## config.mk

```make
export PLATFORM = sky130hd
export DESIGN_NAME = ipv4_source_route_option_check_flat
export DESIGN_NICKNAME = d
export VERILOG_FILES = /design/src/hw/rtl/srchk_pkg.sv /design/src/hw/rtl/srchk_if.sv /design/src/hw/rtl/srchk_eval.sv /design/src/hw/rtl/ipv4_source_route_option_check.sv /design/src/flat_wrapper.sv
export SDC_FILE = /design/constraint.sdc
export NUM_CORES = 1
export LEC_CHECK = 0
export BUFFER_PORTS_ARGS = -buffer_cell sky130_fd_sc_hd__buf_2
export CAP_MARGIN = 5
export CORE_UTILIZATION = 60
export CTS_CLUSTER_SIZE = 16
export DETAILED_ROUTE_END_ITERATION = 6
export PLACE_DENSITY = 0.8
export SLEW_MARGIN = 20
export SYNTH_ARGS = -nofsm -noshare
export SYNTH_HDL_FRONTEND = slang
export SYNTH_SLANG_ARGS = --single-unit
```

## constraint.sdc

```tcl
create_clock -name clk -period 4.28 [get_ports clk]
set_input_delay 0 -clock clk [delete_from_list [all_inputs] [get_ports clk]]
set_output_delay 0 -clock clk [all_outputs]
set_load 0.005 [all_outputs]
```

## src/hw/rtl/srchk_pkg.sv

```systemverilog
// ----------------------------------------------------------------------------
// srchk_pkg: shared types and constants for the IPv4 source-route check
// Option codes, verdict codes, scan phases and the scan state record.
// ----------------------------------------------------------------------------
package srchk_pkg;

  localparam int MAX_OPTION_BYTES = 40;

  localparam int BYTE_W = 8;
  localparam int LEFT_W = 6;

  // Option type codes
  localparam logic [BYTE_W-1:0] OPT_END  = 8'd0;
  localparam logic [BYTE_W-1:0] OPT_NOOP = 8'd1;
  localparam logic [BYTE_W-1:0] OPT_LSRR = 8'd131;
  localparam logic [BYTE_W-1:0] OPT_SSRR = 8'd137;

  // Option field limits
  localparam logic [BYTE_W-1:0] MIN_OPT_LEN  = 8'd2;
  localparam logic [BYTE_W-1:0] MIN_SR_LEN   = 8'd3;
  localparam logic [BYTE_W-1:0] MIN_SR_PTR   = 8'd4;
  localparam logic [BYTE_W-1:0] SR_ADDR_ROOM = 8'd3;

  typedef enum logic [1:0] {
    VERDICT_PASS    = 2'd0,
    VERDICT_INVALID = 2'd1,
    VERDICT_SRFAIL  = 2'd2
  } verdict_t;

  typedef enum logic [1:0] {
    PH_TYPE = 2'd0,
    PH_LEN  = 2'd1,
    PH_PTR  = 2'd2,
    PH_SKIP = 2'd3
  } phase_t;

  typedef struct packed {
    phase_t              phase;
    logic [BYTE_W-1:0]   option_length;
    logic [BYTE_W-1:0]   bytes_into_option;
    logic                is_source_route;
    logic                verdict_given;
  } state_t;

  typedef struct packed {
    logic     hit;
    verdict_t verdict;
  } step_res_t;

  localparam state_t STATE_RESET = '{
    phase:             PH_TYPE,
    option_length:     '0,
    bytes_into_option: '0,
    is_source_route:   1'b0,
    verdict_given:     1'b0
  };

endpackage

```

## src/hw/rtl/srchk_if.sv

```systemverilog
// ----------------------------------------------------------------------------
// srchk_if: valid/ready channels of the source-route check
// Input channel carries one options byte with its remaining count; output
// channel carries one verdict.
// ----------------------------------------------------------------------------
interface srchk_in_if;
  logic       valid;
  logic       ready;
  logic [7:0] opt_byte;
  logic [5:0] bytes_left;

  modport source (output valid, output opt_byte, output bytes_left, input ready);
  modport sink   (input valid, input opt_byte, input bytes_left, output ready);
endinterface

interface srchk_out_if;
  logic       valid;
  logic       ready;
  logic [1:0] verdict;

  modport source (output valid, output verdict, input ready);
  modport sink   (input valid, input verdict, output ready);
endinterface

```

## src/hw/rtl/srchk_eval.sv

```systemverilog
// ----------------------------------------------------------------------------
// srchk_eval: one scan step of the options area
// Judge one byte against the current scan state; give the next state and
// an optional verdict.
// ----------------------------------------------------------------------------
module srchk_eval #(
  parameter int MaxOptionBytes = srchk_pkg::MAX_OPTION_BYTES
) (
  input  srchk_pkg::state_t    st,
  input  logic [7:0]           opt_byte,
  input  logic [5:0]           bytes_left,
  output srchk_pkg::state_t    st_next,
  output srchk_pkg::step_res_t res
);

  logic [5:0] left_c;
  logic       last;
  logic [8:0] len_limit;
  logic [7:0] bio_inc;

  // Zero counts as the last byte; large counts saturate
  always_comb begin
    if (bytes_left == 6'd0) begin
      left_c = 6'd1;
    end else if (bytes_left > 6'(MaxOptionBytes)) begin
      left_c = 6'(MaxOptionBytes);
    end else begin
      left_c = bytes_left;
    end
  end

  assign last      = (left_c == 6'd1);
  assign len_limit = {3'b000, left_c} + 9'd1;
  assign bio_inc   = st.bytes_into_option + 8'd1;

  always_comb begin
    st_next     = st;
    res.hit     = 1'b0;
    res.verdict = srchk_pkg::VERDICT_PASS;
    if (st.verdict_given) begin
      if (last) begin
        st_next = srchk_pkg::STATE_RESET;
      end
    end else begin
      unique case (st.phase)
        srchk_pkg::PH_TYPE: begin
          if (opt_byte == srchk_pkg::OPT_END) begin
            res.hit = 1'b1;
          end else if (opt_byte != srchk_pkg::OPT_NOOP) begin
            if (left_c < 6'd2) begin
              res.hit     = 1'b1;
              res.verdict = srchk_pkg::VERDICT_INVALID;
            end else begin
              st_next.is_source_route = (opt_byte == srchk_pkg::OPT_LSRR) ||
                                        (opt_byte == srchk_pkg::OPT_SSRR);
              st_next.bytes_into_option = 8'd1;
              st_next.phase             = srchk_pkg::PH_LEN;
            end
          end
        end
        srchk_pkg::PH_LEN: begin
          st_next.option_length = opt_byte;
          if (opt_byte < srchk_pkg::MIN_OPT_LEN || {1'b0, opt_byte} > len_limit) begin
            res.hit     = 1'b1;
            res.verdict = srchk_pkg::VERDICT_INVALID;
          end else if (st.is_source_route) begin
            if (opt_byte < srchk_pkg::MIN_SR_LEN) begin
              res.hit     = 1'b1;
              res.verdict = srchk_pkg::VERDICT_INVALID;
            end else begin
              st_next.bytes_into_option = 8'd2;
              st_next.phase             = srchk_pkg::PH_PTR;
            end
          end else if (opt_byte == srchk_pkg::MIN_OPT_LEN) begin
            st_next.bytes_into_option = 8'd0;
            st_next.phase             = srchk_pkg::PH_TYPE;
          end else begin
            st_next.bytes_into_option = 8'd2;
            st_next.phase             = srchk_pkg::PH_SKIP;
          end
        end
        srchk_pkg::PH_PTR: begin
          res.hit = 1'b1;
          // length is at least three here, so the subtract cannot wrap
          if (opt_byte < srchk_pkg::MIN_SR_PTR) begin
            res.verdict = srchk_pkg::VERDICT_INVALID;
          end else if (opt_byte > st.option_length) begin
            res.verdict = srchk_pkg::VERDICT_PASS;
          end else if (opt_byte > st.option_length - srchk_pkg::SR_ADDR_ROOM) begin
            res.verdict = srchk_pkg::VERDICT_INVALID;
          end else begin
            res.verdict = srchk_pkg::VERDICT_SRFAIL;
          end
        end
        srchk_pkg::PH_SKIP: begin
          if (bio_inc >= st.option_length) begin
            st_next.bytes_into_option = 8'd0;
            st_next.phase             = srchk_pkg::PH_TYPE;
          end else begin
            st_next.bytes_into_option = bio_inc;
          end
        end
        default: begin
          st_next = srchk_pkg::STATE_RESET;
        end
      endcase

      // End of area with no decision passes
      if (!res.hit && last) begin
        res.hit     = 1'b1;
        res.verdict = srchk_pkg::VERDICT_PASS;
      end

      if (res.hit) begin
        if (last) begin
          st_next = srchk_pkg::STATE_RESET;
        end else begin
          st_next.verdict_given = 1'b1;
        end
      end
    end
  end

endmodule

```

## src/hw/rtl/ipv4_source_route_option_check.sv

```systemverilog
// ----------------------------------------------------------------------------
// ipv4_source_route_option_check: IPv4 options scan with source-route verdict
// Walks the options area one byte per transfer and gives one verdict per area.
// ----------------------------------------------------------------------------
//
//  channel   dir  payload                         meaning
//  --------  ---  ------------------------------  ------------------------------
//  in_ch     in   opt_byte[7:0], bytes_left[5:0]  options byte, bytes remaining
//  out_ch    out  verdict[1:0]                    0 pass, 1 invalid, 2 SR failed
//
//  One byte per cycle sustained while out_ch takes verdicts; a verdict passes
//  through the input register, then the result register, before it can
//  transfer out on out_ch.
//  The scan state loop closes through the combinational srchk_eval, so consecutive
//  bytes of an area never wait on each other.
//  Reset (rst, synchronous) empties both registers and returns the scan to
//  the option type byte of a new area.
//  A stall on out_ch blocks only a byte that gives a verdict; bytes that give
//  none keep flowing.
//
module ipv4_source_route_option_check #(
  parameter int MAX_OPTION_BYTES = srchk_pkg::MAX_OPTION_BYTES
) (
  input logic          clk,
  input logic          rst,
  srchk_in_if.sink     in_ch,
  srchk_out_if.source  out_ch
);

  // Input register
  logic       in_valid;
  logic [7:0] in_byte;
  logic [5:0] in_left;

  // Scan state
  srchk_pkg::state_t    state;
  srchk_pkg::state_t    state_next;
  srchk_pkg::step_res_t res;

  // Result register
  logic                out_valid;
  srchk_pkg::verdict_t out_verdict;

  logic out_free;
  logic fire;

  srchk_eval #(
    .MaxOptionBytes(MAX_OPTION_BYTES)
  ) u_eval (
    .st         (state),
    .opt_byte   (in_byte),
    .bytes_left (in_left),
    .st_next    (state_next),
    .res        (res)
  );

  // Advance the held byte when its verdict, if any, has a free result slot
  assign out_free    = !out_valid || out_ch.ready;
  assign fire        = in_valid && (!res.hit || out_free);
  assign in_ch.ready = !in_valid || fire;

  always_ff @(posedge clk) begin
    if (rst) begin
      in_valid <= 1'b0;
    end else if (in_ch.ready) begin
      in_valid <= in_ch.valid;
    end
  end

  // Capture payload on transfer only
  always_ff @(posedge clk) begin
    if (in_ch.valid && in_ch.ready) begin
      in_byte <= in_ch.opt_byte;
      in_left <= in_ch.bytes_left;
    end
  end

  always_ff @(posedge clk) begin
    if (rst) begin
      state <= srchk_pkg::STATE_RESET;
    end else if (fire) begin
      state <= state_next;
    end
  end

  // Load a new verdict, or drop the old one once it transfers
  always_ff @(posedge clk) begin
    if (rst) begin
      out_valid <= 1'b0;
    end else if (fire && res.hit) begin
      out_valid <= 1'b1;
    end else if (out_ch.ready) begin
      out_valid <= 1'b0;
    end
  end

  always_ff @(posedge clk) begin
    if (fire && res.hit) begin
      out_verdict <= res.verdict;
    end
  end

  assign out_ch.valid   = out_valid;
  assign out_ch.verdict = out_verdict;

  // A second verdict for the same area must never come out
  a_one_verdict: assert property (@(posedge clk) disable iff (rst)
    state.verdict_given |-> !res.hit)
    else $error("verdict raised after one was already given");

  // Skipping a body only happens inside a sized option
  a_skip_bounds: assert property (@(posedge clk) disable iff (rst)
    state.phase == srchk_pkg::PH_SKIP |->
      (state.bytes_into_option < state.option_length) &&
      (state.option_length >= srchk_pkg::MIN_SR_LEN))
    else $error("skip phase outside option bounds");

  // Pointer phase only follows a checked source-route length
  a_ptr_ctx: assert property (@(posedge clk) disable iff (rst)
    state.phase == srchk_pkg::PH_PTR |->
      state.is_source_route && (state.option_length >= srchk_pkg::MIN_SR_LEN))
    else $error("pointer phase without valid source-route length");

  // A fired verdict lands in the result register
  a_verdict_loaded: assert property (@(posedge clk) disable iff (rst)
    fire && res.hit |=> out_valid && (out_verdict == $past(res.verdict)))
    else $error("verdict not captured");

  // Never overwrite a verdict still waiting to transfer
  a_no_overwrite: assert property (@(posedge clk) disable iff (rst)
    out_valid && !out_ch.ready |-> !(fire && res.hit))
    else $error("pending verdict overwritten");

endmodule
```

## src/flat_wrapper.sv

```systemverilog
// flat-port wrapper written by rule: the top's interface ports become plain ports
module ipv4_source_route_option_check_flat 
#(
  parameter int MAX_OPTION_BYTES = srchk_pkg::MAX_OPTION_BYTES
)
  (clk, rst, in_ch_valid, in_ch_opt_byte, in_ch_bytes_left, in_ch_ready, out_ch_valid, out_ch_verdict, out_ch_ready);
  srchk_in_if in_ch_i ();
  srchk_out_if out_ch_i ();
  input logic clk;
  input logic rst;
  input wire logic [$bits(in_ch_i.valid)-1:0] in_ch_valid;
  input wire logic [$bits(in_ch_i.opt_byte)-1:0] in_ch_opt_byte;
  input wire logic [$bits(in_ch_i.bytes_left)-1:0] in_ch_bytes_left;
  output wire logic [$bits(in_ch_i.ready)-1:0] in_ch_ready;
  output wire logic [$bits(out_ch_i.valid)-1:0] out_ch_valid;
  output wire logic [$bits(out_ch_i.verdict)-1:0] out_ch_verdict;
  input wire logic [$bits(out_ch_i.ready)-1:0] out_ch_ready;
  assign in_ch_i.valid = in_ch_valid;
  assign in_ch_i.opt_byte = in_ch_opt_byte;
  assign in_ch_i.bytes_left = in_ch_bytes_left;
  assign in_ch_ready = in_ch_i.ready;
  assign out_ch_valid = out_ch_i.valid;
  assign out_ch_verdict = out_ch_i.verdict;
  assign out_ch_i.ready = out_ch_ready;
  ipv4_source_route_option_check #(.MAX_OPTION_BYTES(MAX_OPTION_BYTES)) u_core (.clk(clk), .rst(rst), .in_ch(in_ch_i), .out_ch(out_ch_i));
endmodule
```

; ---- Word-level counts from Yosys, hierarchy flattened
; Index checks and enable logic that the tools add are counted.
[totals]
ff_bits = 38
latch_bits = 0
ram_bits = 0
rom_bits = 0
inputBits = 18
out_inout_bits = 4
wordCells = 93
memories = 0
[op_classes]
addsub = 3
n_mul = 0
div_mod_pow = 0
n_lt_le_gt_ge = 9
n_eq_ne = 9
shift = 0
mux = 44
n_bitwise = 0
n_reduce_logical = 18
[op_table]
columns = operator, n
row1 = 2-to-1 mux 20 bit, 3
row2 = 2-to-1 mux 8 bit, 5
row3 = 2-to-1 mux 3 bit, 9
row4 = 2-to-1 mux 9 bit, 3
row5 = 2-to-1 mux 2 bit, 13
row6 = one-hot mux 8 bit (3 select lines), 1
row7 = 2-to-1 mux 19 bit, 1
row8 = == test 8 bit (second input constant), 2
row9 = greater-than comparator 8 bit, 2
row10 = < comparator 8 x 2 -> 1 bit (second input constant), 2
row11 = 2-to-1 mux 6 bit, 2
row12 = one-hot mux 3 bit (3 select lines), 1
row13 = adder 8 x 1 -> 8 bit (second input constant), 1
row14 = == test 8 x 2 -> 1 bit (second input constant), 1
row15 = >= comparator 8 bit, 1
row16 = greater-than comparator 8 x 7 -> 1 bit, 1
row17 = logical NOT 8 bit, 1
row18 = < comparator 8 x 3 -> 1 bit (second input constant), 1
row19 = != test 8 x 1 -> 1 bit (second input constant), 1
row20 = subtractor 8 x 2 -> 8 bit (second input constant), 1
row21 = adder 6 x 1 -> 7 bit (second input constant), 1
row22 = == test 6 x 1 -> 1 bit (second input constant), 1
row23 = greater-than comparator 6 bit (second input constant), 1
row24 = logical NOT 6 bit, 1
row25 = 12 further kinds, 27

; ---- Longest topological paths before layout
; Gate-level depths: netlist of run 1.
[depth]
ltp_word = 19
mapped_depth = 16
ltp_nobuf = 15

; ---- Hierarchy
; From an unflattened synthesis of run 1, not the netlist that was laid out.
[unflattened]
hier_cells = 358
hier_area_um2 = 3228.1
[modules_own_cells]
columns = module, n_inst, cells_each, area_each_um2, seq_area_each_um2
row1 = srchk_eval, 1, 245, 1744.2, 0.0
row2 = ipv4_source_route_option_check, 1, 113, 1483.9, 920.9

; ---- Least setup slack after synthesis of run 1
; OpenSTA, ideal clock, no wires.
[synth_path]
path_type = flip-flop to flip-flop
from = register u_core.in_left[5]
to = register u_core.in_byte[0], enable pin
setup_time_ps = 308
arrival_ps = 3411
t_required_ps = 3972
path_slack_ps = 561
stages_incl_launch_ff = 15
n_path_buf = 0
period_less_slack_ps = 3719
path_cell_list = edfxtp_1 -> nor3_1 -> o21ai_0 -> o21ai_0 -> ha_1 -> nand3_1 -> xnor2_1 -> nand2_1 -> ha_1 -> nand4b_1 -> a211oi_1 -> nor4_2 -> or4_4 -> or2_4 -> and2_1
[synth_between]
elab_chain_len = 19
elab_cells_between_ends = 25
cone_classes = 1 x add/sub / 3 x order compare / 1 x eq/ne / 11 x mux / 9 x reduce/logical
[synth_lines]
columns = item, line_no
row1 = from (decl), ipv4_source_route_option_check.sv:33  ; logic [5:0] in_left;
row2 = from (signal assigned), ipv4_source_route_option_check.sv:74  ; in_left <= in_ch.bytes_left;
row3 = greater-than comparator 6 bit, srchk_eval.sv:25  ; end else if (bytes_left > 6'(MaxOptionBytes)) begin
row4 = 2-to-1 mux 6 bit, srchk_eval.sv:25
row5 = 2-to-1 mux 6 bit *, srchk_eval.sv:23  ; if (bytes_left == 6'd0) begin
row6 = adder 6 x 1 -> 7 bit / < comparator 6 x 2 -> 1 bit (equally long branches), "srchk_eval.sv:33, srchk_eval.sv:50"
row7 = greater-than comparator 8 x 7 -> 1 bit / 2-to-1 mux 3 bit (equally long branches), "srchk_eval.sv:63, srchk_eval.sv:50"
row8 = logical OR 1 bit / 2-to-1 mux 3 bit (equally long branches), "srchk_eval.sv:63, srchk_eval.sv:49"
row9 = 2-to-1 mux 3 bit / 2-to-1 mux 1 bit (equally long branches), "srchk_eval.sv:63, srchk_eval.sv:47"
row10 = one-hot mux 3 bit (3 select lines), srchk_eval.sv:45  ; unique case (st.phase)
row11 = [3 not listed], -
row12 = 2-to-1 mux 3 bit *, srchk_eval.sv:109  ; if (!res.hit && last) begin
row13 = 2-to-1 mux 3 bit * (2 in a row), srchk_eval.sv:40  ; if (st.verdict_given) begin
row14 = logical NOT 1 bit *, ipv4_source_route_option_check.sv:59  ; assign fire = in_valid && (!res.hit || out_free);
row15 = logical OR 1 bit *, ipv4_source_route_option_check.sv:59
row16 = logical AND 1 bit *, ipv4_source_route_option_check.sv:59
row17 = logical OR 1 bit *, ipv4_source_route_option_check.sv:60  ; assign in_ch.ready = !in_valid || fire;
row18 = net in_ch_ready, flat_wrapper.sv:14  ; output wire logic [$bits(in_ch_i.ready)-1:0] in_ch_ready;
row19 = logical AND 1 bit *, ipv4_source_route_option_check.sv:72  ; if (in_ch.valid && in_ch.ready) begin
row20 = to (signal assigned), ipv4_source_route_option_check.sv:73  ; in_byte <= in_ch.opt_byte;
row21 = to (decl), ipv4_source_route_option_check.sv:32  ; logic [7:0] in_byte;
; Mark *: on every way through the listed nets, which the timed path passes. The rest lies on a longest branch. The select of a mux whose other input is x is not followed.
; A chain may end at the register's enable or synchronous reset.

; ---- Worst setup path in the final report of run 1
[layout_path]
from = register u_core.in_left[5]
to = register u_core.in_byte[6], enable pin
[layout_between]
elab_chain_len = 19
elab_cells_between_ends = 25
cone_classes = 1 x add/sub / 3 x order compare / 1 x eq/ne / 11 x mux / 9 x reduce/logical
[layout_lines]
columns = item, line_no
row1 = greater-than comparator 6 bit, srchk_eval.sv:25
row2 = 2-to-1 mux 6 bit, srchk_eval.sv:25
row3 = 2-to-1 mux 6 bit *, srchk_eval.sv:23
row4 = adder 6 x 1 -> 7 bit / < comparator 6 x 2 -> 1 bit (equally long branches), "srchk_eval.sv:33, srchk_eval.sv:50"
row5 = greater-than comparator 8 x 7 -> 1 bit / 2-to-1 mux 3 bit (equally long branches), "srchk_eval.sv:63, srchk_eval.sv:50"
row6 = logical OR 1 bit / 2-to-1 mux 3 bit (equally long branches), "srchk_eval.sv:63, srchk_eval.sv:49"
row7 = 2-to-1 mux 3 bit / 2-to-1 mux 1 bit (equally long branches), "srchk_eval.sv:63, srchk_eval.sv:47"
row8 = one-hot mux 3 bit (3 select lines), srchk_eval.sv:45
row9 = [2 not listed], -
row10 = logical AND 1 bit, srchk_eval.sv:109
row11 = 2-to-1 mux 3 bit *, srchk_eval.sv:109
row12 = 2-to-1 mux 3 bit * (2 in a row), srchk_eval.sv:40
row13 = logical NOT 1 bit *, ipv4_source_route_option_check.sv:59
row14 = logical OR 1 bit *, ipv4_source_route_option_check.sv:59
row15 = logical AND 1 bit *, ipv4_source_route_option_check.sv:59
row16 = logical OR 1 bit *, ipv4_source_route_option_check.sv:60
row17 = logical AND 1 bit *, ipv4_source_route_option_check.sv:72
; Mark *: on every way between the ends. The rest lies on a longest branch, timed or not. The select of a mux whose other input is x is not followed.

==> results.ini, run 1 <==
[run_status]
outcome = finished, final reports clean

[worst_hold_path]
hold-path-cell-count = 3
hold_path_class = in -> reg
min_to = u_core.out_ch.valid$_SDFFE_PP0P_
hp-start = out_ch_ready

[synth]
netlist-cell-type-count = 60
synth_area_leader_cell = edfxtp_1
async_flop_share_pct = 0
yosysSeqAreaShare_pct = 32.64
synth.top_cell.area_share_pct = 17.03
synth_area_leaders = edfxtp_1 (17%), dfxtp_1 (16%), ha_1 (16%), xnor2_1 (3.1%), a21o_1 (2.7%)
syn_inst = 301
ys.flop_type = dfxtp_1
post-synth-top-count-cell = ha_1
yosys-top-cells-count = ha_1 (35), dfxtp_1 (22), nand2_1 (20)
netlist_area_um2 = 2821
syn_area_per_cell_um2 = 9.374
yosys_warnings = 0
synth-edff-count = 16
ys_ff_latch = 38
syn_nets = 354

[timing]
timing.final.ws_setup_ps = 368.4
worstMarginPinSlew_ps = 670.9
rsz0062_at_grt = no
relSlewSlack_pct = 55.28
fin_crit_sh_pct = 91.39
hold_viol_final = 0
period_minus_slack_ps = 3912
skew_ps = 7.131
tns_ps = 0
setup_viol = 0
slew_violations = 0
fmax_mhz = 255.6

[clocking]
cts_setup_buffers = 0
cts-buffers-inserted = 5
clkTransAtPathRegs_ps = 80
clockBufferDepth = 2
cts_tree = done
clk_latency_ps = 300
htreeDepth = 2
numClockSinks = 38
root_buffer = clkbuf_8

[finish]
n_antenna_cell = 0
drive_gt1_share_pct = 14.45
syn_to_final_growth_pct = 14.90
stdcell_count = 391
final_nets = 391

[flow_run]
cap_viol_max_count = 0

[critical_path]
r2r-start = u_core.in_left[5]$_DFFE_PP_
worstSetupStartpointType = flop
r2r_end = u_core.in_byte[6]$_DFFE_PP_
end_kind = flop
r2r_slack_ps = 370
startpoint = u_core.in_left[5]$_DFFE_PP_
cp.required_ps = 4340
path_class = reg -> reg
cp_cell_sequence = nor3_1 > o21ai_0 > o21ai_0 > ha_1 > nand3_1 > xnor2_1 > nand2_1 > ha_1 > nand4b_1 > a211oi_2 > nor4_2 > or4_4 > or2_4 > and2_1 > buf_4
cp_max_fo = 14
cp_slowest_cell = or4_4
ff2ff_path_depth = 15
critPathArrivalTime_ps = 3970
slowest_delay_ps = 560

[floorplanning]
die_area_um2 = 4981
coreArea_um2 = 4444
fp.dieW_um = 70.58
rows = 24
initial_core_util_pct = 63.49
die_h_um = 70.58
num_io_pins = 22

[power_and_ir_drop]
peakVddDrop_mv = 0.2083
powerDensity_nw_per_um2 = 271.6
total_power_w = 0.0008803
p_leak_nw = 1.284

[routing]
totalWireLength_um = 6613
drtIter0Drc = 132
drc = 0
drt_pass1_iterations = 4
routedWlPerCell_um = 16.91
antenna_left = 0
via_per_inst = 6.228
vias = 2435

[global_route]
grt_max_degree = 17
grt_pass1_vias = 2420
grt_overflow_total = 0
antenna_found_initial = 0
grt_pass1_wl_um = 11210
grtUsageTotal_pct = 28.86

[placed_design]
place.gp.congestion = 0.9074
dp_hpwl_um = 4688
place_ws_ps = 214.1
port_buffers = 21
dpl.cell_count = 368

## stage by stage
step	hold slack (ps)	cell area [um2]	utilization, %
finish	52.01	3242	72.94
global route	69.67	3242	72.94
CTS	55.01	3232	72.72
detailed placement	178.5	2968	66.78
global placement	176.9	2968	66.78
floorplan	98.87	2821	-
## per-layer routing
metal	track usage (%)	share of wire, %	up-vias
li1	-	-	1232
met5	0	0	-
met4	9.778	1.3	0
met1	35.18	43	1121
met3	4.701	5.1	10
met2	52.00	50	72
## how the worst max path moves through the flow
stage / endpoint / slack (ps)
6_report: u_core.in_byte[6]$_DFFE_PP_ / 370
5_1_grt: u_core.state[12]$_SDFFE_PP0P_ / 90
4_1_cts: u_core.in_left[1]$_DFFE_PP_ / 210
3_5_place_dp: u_core.in_byte[6]$_DFFE_PP_ / 210
3_3_place_gp: u_core.in_byte[6]$_DFFE_PP_ / 370
2_1_floorplan: u_core.in_byte[0]$_DFFE_PP_ / 560
## power by group
part	internal [W]	total [W]	switching (W)
logic	0.0000710	0.000152	0.0000807
registers	0.000391	0.000416	0.0000242
clock network	0.000173	0.000313	0.000140
total	0.000636	0.000880	0.000245
## state kept, by name (all words and copies together) (netlist names)
| register | cells |
|---|---|
| u_core.in_byte | 8 |
| u_core.in_left | 6 |
| u_core.in_valid | 1 |
| u_core.out_ch.valid | 1 |
| u_core.out_ch.verdict | 2 |
| u_core.state | 20 |
## critical path, delay by kind of cell, from the launching register on
kind,cells,cell delay [ps]
adders and majority gates,2,550
DFF,1,500
AOI/OAI and AO/OA,3,650
buffers and inverters,1,190
and+or+nand+nor,8,1630
xor gates and xnor gates,1,150
## cells by family (layout without fill, tap and decap cells)
family	after synthesis	in the layout	synth area share (%)
AOI/OAI and AO/OA	87	87	24.17
xor gates and xnor gates	16	16	4.967
adders and majority gates	35	35	15.52
buffers and inverters	27	65	3.902
DFF	38	38	32.64
other	1	1	0.1329
and+or+nand+nor	97	97	18.67
## layout by cell type (no fill, tap or decap), types with 6 or more instances in the layout
| master | n |
|---|---|
| nor2_1 | 15 |
| ha_1 | 35 |
| nor3_1 | 12 |
| dfxtp_1 | 22 |
| xnor2_1 | 10 |
| nand2_1 | 20 |
| edfxtp_1 | 16 |
| o21ai_0 | 13 |
| dlygate4sd3_1 | 15 |
| a21o_1 | 10 |
| or3_1 | 6 |
| nand3_1 | 11 |
| a22o_1 | 8 |
| xor2_1 | 6 |
| a21oi_1 | 9 |
| inv_1 | 19 |
| buf_2 | 21 |
| a211oi_1 | 6 |
## area by class of cell
class                      count  area, um2
clock inverter                 3      45.04
inverter                      19      71.32
sequential                    38      920.9
fill                         353       1202
multi-input combinational    236       1800
tap                           52      65.06
clock buffer                   5      68.82
timing repair buffer          38      270.3
## repair_timing
action	4_1_cts	5_1_grt
hold buffers	15	0
setup endpoints to repair	0	14
gates resized for setup	0	1
hold endpoints to repair	15	0
(Power assumes the default switching activity.)
==> inputs of run 2 (changes only) <==
--- a/config.mk
+++ b/config.mk
@@ -7,6 +7,7 @@
 export LEC_CHECK = 0
 export BUFFER_PORTS_ARGS = -buffer_cell sky130_fd_sc_hd__buf_2
 export CAP_MARGIN = 5
+export CORE_ASPECT_RATIO = 0.75
 export CORE_UTILIZATION = 60
 export CTS_CLUSTER_SIZE = 16
 export DETAILED_ROUTE_END_ITERATION = 6
==> run 2 against run 1 <==
Critical path depth did not move. Total power rose by 6.3%. Die area barely moved. Largest power group unchanged. Register-to-register slack got worse by 70 ps. Critical path type unchanged. Critical endpoint is now u_core.in_byte[4]$_DFFE_PP_.
==> results.ini, run 2 (synthesized netlist as in run 1, its figures left out) <==
[floorplanning]
die_area_um2 = 4983  ; was 4981 um2
fp.dieW_um = 81.18  ; was 70.58 um
rows = 21  ; was 24
initial_core_util_pct = 62.80  ; was 63.49%
coreArea_um2 = 4493  ; was 4444 um2
num_io_pins = 22  ; unchanged
die_h_um = 61.39  ; was 70.58 um

[power_and_ir_drop]
comb_power_share_pct = 16.6  ; was 17.2%
p_int_w = 0.0006940  ; was 0.0006358 W
switching_power_w = 0.0002417  ; was 0.0002445 W
pwr-share-clk_pct = 39.2  ; was 35.5%
seqPwrFrac_pct = 44.2  ; was 47.2%
p_leak_nw = 1.302  ; was 1.284 nW
powerDensity_nw_per_um2 = 286.2  ; was 271.6 nW/um2
switching_share_pct = 25.83  ; was 27.77%
peakVddDrop_mv = 0.2767  ; was 0.2083 mV

[global_route]
grt_overflow_total = 0  ; unchanged
grt_pass1_wl_um = 10920  ; was 11210 um
grtUsageTotal_pct = 30.06  ; was 28.86%
grt_max_degree = 17  ; unchanged
antenna_found_initial = 0  ; unchanged
grt_pass1_vias = 2318  ; was 2420

[critical_path]
cp_max_fo = 14  ; unchanged
worstSetupStartpointType = flop  ; unchanged
end_kind = flop  ; unchanged
cp_cell_sequence = nor3_1 > o21ai_0 > o21ai_0 > ha_1 > nand3_1 > xnor2_1 > nand2_1 > ha_1 > nand4b_1 > a211oi_2 > nor4_2 > or4_4 > or2_4 > and2_1 > buf_4  ; unchanged
slowest_delay_ps = 580  ; was 560 ps
cp.required_ps = 4330  ; was 4340 ps
path_class = reg -> reg  ; unchanged
critPathArrivalTime_ps = 4030  ; was 3970 ps
cp_slowest_cell = or4_4  ; unchanged

[placed_design]
post_dp_cell_area_um2 = 2982  ; was 2968 um2
port_buffers = 21  ; unchanged
dp_hpwl_um = 4813  ; was 4688 um
place.gp.congestion = 0.8909  ; was 0.9074

[finish]
largest_register_ffs = 20  ; unchanged
max_flop_register = u_core.state  ; unchanged
syn_to_final_growth_pct = 15.88  ; was 14.90%
reg.largest.list = u_core.state x20, u_core.in_byte x8, u_core.in_left x6  ; unchanged
nFillCells = 323  ; was 353
drive_gt1_share_pct = 14.12  ; was 14.45%
final_nets = 392  ; was 391
final_cell_mix = ha_1 (35), dfxtp_1 (22), buf_2 (21)  ; unchanged
stdcell_area_um2 = 3269  ; was 3242 um2
layout_commonest_cell = ha_1  ; unchanged
n_antenna_cell = 0  ; unchanged

[routing]
via_per_inst = 6.401  ; was 6.228
routedWlPerCell_um = 16.84  ; was 16.91 um
drtIter0Drc = 158  ; was 132
antenna_left = 0  ; unchanged
totalWireLength_um = 6684  ; was 6613 um
drt_pass1_iterations = 5  ; was 4
vias = 2541  ; was 2435
drc = 0  ; unchanged

[timing]
period_minus_slack_ps = 3980  ; was 3912 ps
relSlewSlack_pct = 31.61  ; was 55.28%
hold_viol_final = 0  ; unchanged
tns_ps = 0  ; unchanged
rsz0062_at_grt = no  ; unchanged
worstMarginPinSlew_ps = 1018  ; was 670.9 ps
fmax_mhz = 251.3  ; was 255.6 MHz
setup_viol = 0  ; unchanged
skew_ps = 7.821  ; was 7.131 ps
slew_violations = 0  ; unchanged
fin_crit_sh_pct = 92.98  ; was 91.39%

[clocking]
cts_tree = done  ; unchanged
numClockSinks = 38  ; unchanged
clk_latency_ps = 300  ; about the same
htreeDepth = 2  ; unchanged
root_buffer = clkbuf_8  ; unchanged
clkTransAtPathRegs_ps = 80  ; about the same
clockBufferDepth = 2  ; unchanged
cts-buffers-inserted = 5  ; unchanged

[run_status]
outcome = finished, final reports clean  ; unchanged

[flow_run]
cap_viol_max_count = 0  ; unchanged

[worst_hold_path]
hold_path_class = in -> reg  ; unchanged

run 2: worst max-delay path, delay by kind of cell, from the launching register on:
kind            cells  cell delay (ps)
simple gates        8             1680
flops               1              490
fa+ha+maj           2              520
xor+xnor            1              140
compound gates      3              700
buf+inv             1              190
run 2: power by group through the flow:
stage	Clock [W]	Combinational, W	Sequential (W)
5_1_grt	0.000389	0.000174	0.000417
4_1_cts	0.000372	0.000151	0.000413
3_3_place_gp	0	0.000135	0.000421
6_report	0.000367	0.000155	0.000414
3_5_place_dp	0	0.000139	0.000421
2_1_floorplan	0	0.000107	0.000412
run 2: metal layers:
metal | global-route usage [%] | part of all wire, % | vias up
li1 | - | - | 1228
met5 | 0 | 0 | -
met4 | 12.76 | 2.7 | 0
met1 | 39.56 | 45 | 1173
met3 | 7.704 | 8.2 | 20
met2 | 47.54 | 44 | 120
run 2: repair_timing:
item                                    CTS  global route
resized for setup                         0             1
buffers inserted                          0             0
endpoints found under the setup margin    0            14
hold buffers                             15             0
endpoints found under the hold margin    15             0
run 2: layout make-up:
| type | instances | area (um2) | share of cell area [%] |
|---|---|---|---|
| sequential | 38 | 920.9 | 28.17 |
| clock buffer | 5 | 68.82 | 2.105 |
| clock inverter | 3 | 63.81 | 1.952 |
| inverter | 19 | 71.32 | 2.181 |
| multi-input combinational | 236 | 1795 | 54.92 |
| tap | 57 | 71.32 | 2.181 |
| timing repair buffer | 39 | 277.8 | 8.496 |
run 2: worst paths after layout:
check / startpoint / endpoint / slack [ps] / depth (start not counted)
worst max-delay path: u_core.in_left[5]$_DFFE_PP_ / u_core.in_byte[4]$_DFFE_PP_ / 300 / 15
worst min-delay path: rst / u_core.in_valid$_SDFFE_PP0P_ / 60 / 2
worst max register to register: u_core.in_left[5]$_DFFE_PP_ / u_core.in_byte[4]$_DFFE_PP_ / 300 / 15
worst min register to register: u_core.state[17]$_SDFFE_PP0P_ / u_core.state[17]$_SDFFE_PP0P_ / 490 / 1
run 2: stage by stage:
step | setup WS [ps] | util (%) | total power, W | hold slack [ps] | std cells
final | 300.3 | 72.77 | 0.0009356 | 60.71 | 397
after global routing | 85.47 | 72.77 | 0.0009794 | 76.27 | 397
after CTS | 229.9 | 72.65 | 0.0009353 | 46.86 | 397
after detailed placement | 239.8 | 66.36 | 0.0005604 | 178.7 | 374
after global placement | 349.9 | 66.36 | 0.0005553 | 176.1 | 374
after floorplan | 560.9 | - | 0.0005190 | 98.87 | 301
